`src/rtl/two_pkg.sv`:
```
// shared types, codes and the multiply-accumulate schedule of the winding orienter
`timescale 1ns / 1ps

package two_pkg;

	// fixed field widths
	localparam int IDX_W    = 12;
	localparam int OP_W     = 2;
	localparam int STATUS_W = 2;

	// opcodes
	localparam logic [OP_W-1:0] OP_CLEAR  = 2'd0;
	localparam logic [OP_W-1:0] OP_LOAD   = 2'd1;
	localparam logic [OP_W-1:0] OP_ORIENT = 2'd2;

	// face status codes
	localparam logic [STATUS_W-1:0] ST_OK    = 2'd0;
	localparam logic [STATUS_W-1:0] ST_EMPTY = 2'd1;
	localparam logic [STATUS_W-1:0] ST_RANGE = 2'd2;

	// digit width of the shared multiplier
	localparam int DIGIT_W = 8;

	// centroid offset is taken against three times the coordinate sum
	localparam int CENTROID_SCALE = 3;

	// schedule length
	localparam int STEP_W = 4;
	localparam int NSTEPS = 15;

	typedef logic [3:0] asel_t;
	typedef logic [2:0] bsel_t;
	typedef logic [2:0] dest_t;

	// first operand sources
	localparam asel_t A_E1X = 4'd0;
	localparam asel_t A_E1Y = 4'd1;
	localparam asel_t A_E1Z = 4'd2;
	localparam asel_t A_PSX = 4'd3;
	localparam asel_t A_PSY = 4'd4;
	localparam asel_t A_PSZ = 4'd5;
	localparam asel_t A_SX  = 4'd6;
	localparam asel_t A_SY  = 4'd7;
	localparam asel_t A_SZ  = 4'd8;
	localparam asel_t A_CX  = 4'd9;
	localparam asel_t A_CY  = 4'd10;
	localparam asel_t A_CZ  = 4'd11;

	// second operand sources
	localparam bsel_t B_E2X   = 3'd0;
	localparam bsel_t B_E2Y   = 3'd1;
	localparam bsel_t B_E2Z   = 3'd2;
	localparam bsel_t B_NCNT  = 3'd3;
	localparam bsel_t B_SCALE = 3'd4;
	localparam bsel_t B_DX    = 3'd5;
	localparam bsel_t B_DY    = 3'd6;
	localparam bsel_t B_DZ    = 3'd7;

	// where a finished sum goes
	localparam dest_t DST_NONE = 3'd0;
	localparam dest_t DST_CX   = 3'd1;
	localparam dest_t DST_CY   = 3'd2;
	localparam dest_t DST_CZ   = 3'd3;
	localparam dest_t DST_DX   = 3'd4;
	localparam dest_t DST_DY   = 3'd5;
	localparam dest_t DST_DZ   = 3'd6;
	localparam dest_t DST_DOT  = 3'd7;

	typedef struct packed {
		asel_t asel;
		bsel_t bsel;
		logic  neg;
		logic  first;
		dest_t dest;
	} uop_t;

	typedef struct packed {
		logic load;
		logic step;
		logic accum;
		logic first;
		logic neg;
	} mac_ctl_t;

	// one product per step: cross product, centroid offsets, then the dot
	function automatic uop_t two_uop(input logic [STEP_W-1:0] step);
		uop_t u;
		unique case (step)
			4'd0:    u = '{A_E1Y, B_E2Z,   1'b0, 1'b1, DST_NONE};
			4'd1:    u = '{A_E1Z, B_E2Y,   1'b1, 1'b0, DST_CX};
			4'd2:    u = '{A_E1Z, B_E2X,   1'b0, 1'b1, DST_NONE};
			4'd3:    u = '{A_E1X, B_E2Z,   1'b1, 1'b0, DST_CY};
			4'd4:    u = '{A_E1X, B_E2Y,   1'b0, 1'b1, DST_NONE};
			4'd5:    u = '{A_E1Y, B_E2X,   1'b1, 1'b0, DST_CZ};
			4'd6:    u = '{A_PSX, B_NCNT,  1'b0, 1'b1, DST_NONE};
			4'd7:    u = '{A_SX,  B_SCALE, 1'b1, 1'b0, DST_DX};
			4'd8:    u = '{A_PSY, B_NCNT,  1'b0, 1'b1, DST_NONE};
			4'd9:    u = '{A_SY,  B_SCALE, 1'b1, 1'b0, DST_DY};
			4'd10:   u = '{A_PSZ, B_NCNT,  1'b0, 1'b1, DST_NONE};
			4'd11:   u = '{A_SZ,  B_SCALE, 1'b1, 1'b0, DST_DZ};
			4'd12:   u = '{A_CX,  B_DX,    1'b0, 1'b1, DST_NONE};
			4'd13:   u = '{A_CY,  B_DY,    1'b0, 1'b0, DST_NONE};
			4'd14:   u = '{A_CZ,  B_DZ,    1'b0, 1'b0, DST_DOT};
			default: u = '{A_E1X, B_E2X,   1'b0, 1'b1, DST_NONE};
		endcase
		return u;
	endfunction

endpackage

```
`src/rtl/two_mac.sv`:
```
// shared digit-serial multiplier with product register and signed accumulator
`timescale 1ns / 1ps

module two_mac #(
	parameter int A_W   = 50,
	parameter int B_W   = 40,
	parameter int ACC_W = 92
) (
	input  logic                    clk,
	input  logic                    arst_n,
	input  two_pkg::mac_ctl_t       ctl,
	input  logic signed [A_W-1:0]   a_in,
	input  logic signed [B_W-1:0]   b_in,
	output logic signed [ACC_W-1:0] acc_sum
);
	import two_pkg::*;

	localparam int PW = A_W + B_W;

	logic signed [A_W-1:0]       opa_q;
	logic [B_W-1:0]              opb_q;
	logic                        msd_q;
	logic signed [PW-1:0]        prod_q;
	logic signed [ACC_W-1:0]     acc_q;
	logic [DIGIT_W-1:0]          digit;
	logic signed [DIGIT_W:0]     dig_s;
	logic signed [A_W+DIGIT_W:0] pp;
	logic signed [PW-1:0]        prod_next;
	logic signed [ACC_W-1:0]     addend;

	// top digit carries the sign, lower digits are unsigned
	assign digit = opb_q[B_W-1 -: DIGIT_W];
	assign dig_s = msd_q ? $signed({digit[DIGIT_W-1], digit}) : $signed({1'b0, digit});
	assign pp    = opa_q * dig_s;

	// horner step, most significant digit first
	assign prod_next = (prod_q <<< DIGIT_W) + PW'(pp);

	// accumulate the finished product
	assign addend  = ctl.neg ? -ACC_W'(prod_q) : ACC_W'(prod_q);
	assign acc_sum = (ctl.first ? '0 : acc_q) + addend;

	always_ff @(posedge clk or negedge arst_n) begin
		if (!arst_n) begin
			msd_q <= 1'b0;
		end else if (ctl.load) begin
			msd_q <= 1'b1;
		end else if (ctl.step) begin
			msd_q <= 1'b0;
		end
	end

	always_ff @(posedge clk) begin
		if (ctl.load) begin
			opa_q  <= a_in;
			opb_q  <= b_in;
			prod_q <= '0;
		end else if (ctl.step) begin
			opb_q  <= opb_q << DIGIT_W;
			prod_q <= prod_next;
		end
		if (ctl.accum) begin
			acc_q <= acc_sum;
		end
	end

endmodule

```
`config.mk`:
```
export PLATFORM = sky130hd
export DESIGN_NAME = two_mac
export DESIGN_NICKNAME = d
export VERILOG_FILES = /design/src/rtl/two_pkg.sv /design/src/rtl/two_mac.sv
export SDC_FILE = /design/constraint.sdc
export NUM_CORES = 2
export LEC_CHECK = 0
export CORE_MARGIN = 5
export CORE_UTILIZATION = 60
export DETAILED_ROUTE_END_ITERATION = 10
export DONT_BUFFER_PORTS = 1
export PLACE_DENSITY = 0.79
export SLEW_MARGIN = 0
export SYNTH_ARGS = -nofsm -noshare
export SYNTH_HDL_FRONTEND = slang
export SYNTH_SLANG_ARGS = --single-unit
```
`constraint.sdc`:
```
create_clock -name clk -period 12.48 [get_ports clk]
set_input_delay 0.624 -clock clk [delete_from_list [all_inputs] [get_ports clk]]
set_output_delay 0.624 -clock clk [all_outputs]
set_load 0.01 [all_outputs]
```
==> metrics.txt <==
total track usage between 20% and 30%; R2R Path End prod_q[88]; R2R Setup Slk 4.73 ns; Post-synth ARST share 0.366%; # IOs 189; Slew HR a little under a quarter; Post-Route Setup TNS 0 ns; initial core utilization roughly 60%; CP peak stage delay 1.00 ns; gr ovfl total 0; Pins Over Slew Limit 0; crit-path max FO 7; share of cells above drive strength 1 3.48%; unrepaired setup endpoints after global routing no; Mapped Area between 30000 and 40000 um^2; Setup Skew 0.0338 ns; Crit path arrival time slightly above 7 ns; hold path depth 0; CTS tree built; GR Util met3 between 5 and 6%; vias in the first global route about 30000; Yosys Warn Count 0; Layout fillers ~5400; placed insts between 4000 and 5000; Core ar. 63000 um^2; largest net degree at the start of global routing around 150; via count between 30000 and 40000; Yosys top cell area share 24.9%; post-synth cell types between 80 and 90; Tcrit/Tclk final a little over three fifths; Inserted Clock Buffers 37; global-route wire length before repair 164000 um; met2 global-route usage ~50%; 1st-iter DRT viols 2597; H-tree depth 2; clock buffer depth 3; Post-DRT Antenna Nets 0; initial antenna violation count 0; Critical Path Sink Type output port; R2R Path Start opb_q[34]; Sequential Area 7290 um^2; Main synth FF type edfxtp_1; Final WS setup between 4 and 5 ns; global route hottest layer met2; worst-margin pin slew ~1.1 ns; Final Non-Filler Cells 5039; met1 Resource Use GR between 30% and 40%; Root Buffer clkbuf_16; IO Port Bufs 0; GPL Wtd Cong roughly 0.96; Post-Route WL around 100000 um; FF+latch count, synth 273; worst-skew pair later-pin latency slightly below 0.6 ns; Max Cap Viol 0; hpwl dp between 80000 and 90000 um; DRC Markers 0; Tmin final roughly 8 ns; final core occ between 60 and 70%; Setup crit end acc_sum[84]; Die Y 262 um; EDFF count, synth between 150 and 200; # clock sinks between 200 and 300; full die area 68500 um^2; Cells after Synth about 4300; Die X ~260 um; layout net count 5009; worst path required time approximately 12 ns; maximum clock rate approximately 130 MHz; router iterations before antenna repair 6; Rows 92; Area growth, synth to finish 4.10%; Reg clk slew, reported paths about 0.060 ns; multi-input logic area around 27000 um^2; Mean Syn Cell Area slightly below 9 um^2; Critical Path Start prod_q[14]; Setup-failing EPs final 0; Worst path slowest cell o311ai_0; status finished, final reports clean; pre-CTS setup slack between 4 and 5 ns; ranking of synthesized cells by area fa_1, edfxtp_1, ha_1, inv_1, nand2_1; min-delay worst type input pin to flip-flop; sequential area share after synthesis about a fifth; startpoint types flip-flop; final count of hold timing violations 0; crit path kind flip-flop to output port; worst-path cell chain or4_4 > or4_1 > or2_4 > or3_1 > o31ai_1 > xnor2_1 > ha_1 > a21o_1 > o21bai_1 > a211oi_1 > o211ai_1 > a221oi_1 > a2111oi_0 > nor2_1 > a21oi_1 > o311ai_0; leading area contributor after synthesis fa_1; wire length per cell 20.3 um; Via density 5.95; FF-to-FF path depth 18; Synth Net Count ~5200
## layer usage
metal	vias to the layer above	wire (um)	part of all wire (%)
met3	230	6760	6.6
li1	13900	-	-
met1	14900	40900	40
met5	-	0	0
met2	997	50400	49
met4	0	4380	4.3
## logic make-up after synthesis
family          Yosys count  share of synthesized area [%]
fa+ha+maj               748                           34.0
mux                      76                           2.11
compound gates          831                           13.9
xor+xnor                253                           5.83
buf+inv                 925                           9.17
flops                   273                           19.2
simple gates           1242                           15.8
## through the flow
stage / hold WS [ns] / instance area, um^2
after floorplan: 0.328 / 38000
after global routing: 0.123 / 39600
after detailed placement: 0.328 / 38300
after global placement: 0.328 / 38300
after CTS: 0.117 / 39600
final: 0.150 / 39600
## timing repair
| action | in CTS | in global routing |
|---|---|---|
| hold buffers | 1 | 0 |
| buffers inserted | 0 | 0 |
| gates resized for setup | 0 | 0 |
| endpoints found under the hold margin | 1 | 0 |
## registers in the layout, summed over array words and instances, names as in the netlist
signal	count
acc_q	92
msd_q	1
opa_q	50
opb_q	40
prod_q	90
## how the worst min path moves through the flow
stage,from,endpoint,slack [ns]
global route,ctl[3],prod_q[89],0.12
global placement,arst_n,msd_q,0.33
finish,a_in[1],opa_q[1],0.15
CTS,ctl[3],prod_q[89],0.12
floorplan,arst_n,msd_q,0.33
detailed placement,arst_n,msd_q,0.33
## worst max-delay path, delay by kind of cell (launching register included)
family	cells	cell delay (ns)
AOI/OAI and AO/OA	9	3.44
xor gates and xnor gates	1	0.29
adders and majority gates	1	0.40
DFF	1	0.44
and+or+nand+nor	5	2.02
## synth_stat cells, drive strengths merged, types with 34 or more instances
cell / instances
clkbuf: 228
or3: 34
a21o: 112
o21ai: 192
xnor2: 181
mux2i: 43
inv: 684
nor2b: 101
a21oi: 251
xor2: 72
and2: 145
nor2: 225
nand2: 489
fa: 473
nand3: 38
o21bai: 50
nor3: 42
nand4: 71
ha: 275
dfxtp: 90
o31ai: 41
edfxtp: 182
## cell type report
class | count | share of cell area [%]
Multi-Input combinational cell | 3150 | 68.8
Sequential cell | 273 | 18.4
Inverter | 685 | 6.50
Tap cell | 846 | 2.68
Clock buffer | 44 | 2.57
Clock inverter | 23 | 0.642
Timing Repair Buffer | 17 | 0.329
Antenna cell | 1 | 0.00632
## layout by cell type (no fill, tap or decap), types with 101 or more instances in the layout
cell,n
edfxtp_1,182
and2_1,145
ha_1,275
xnor2_1,181
nor2_1,224
inv_1,684
a21oi_1,251
fa_1,472
nor2b_1,101
nand2_1,487
a21o_1,112
o21ai_0,189
Power is left out: the tool's default activity adds up to more than one toggle a clock period on the data nets, which glitch-free logic cannot reach.
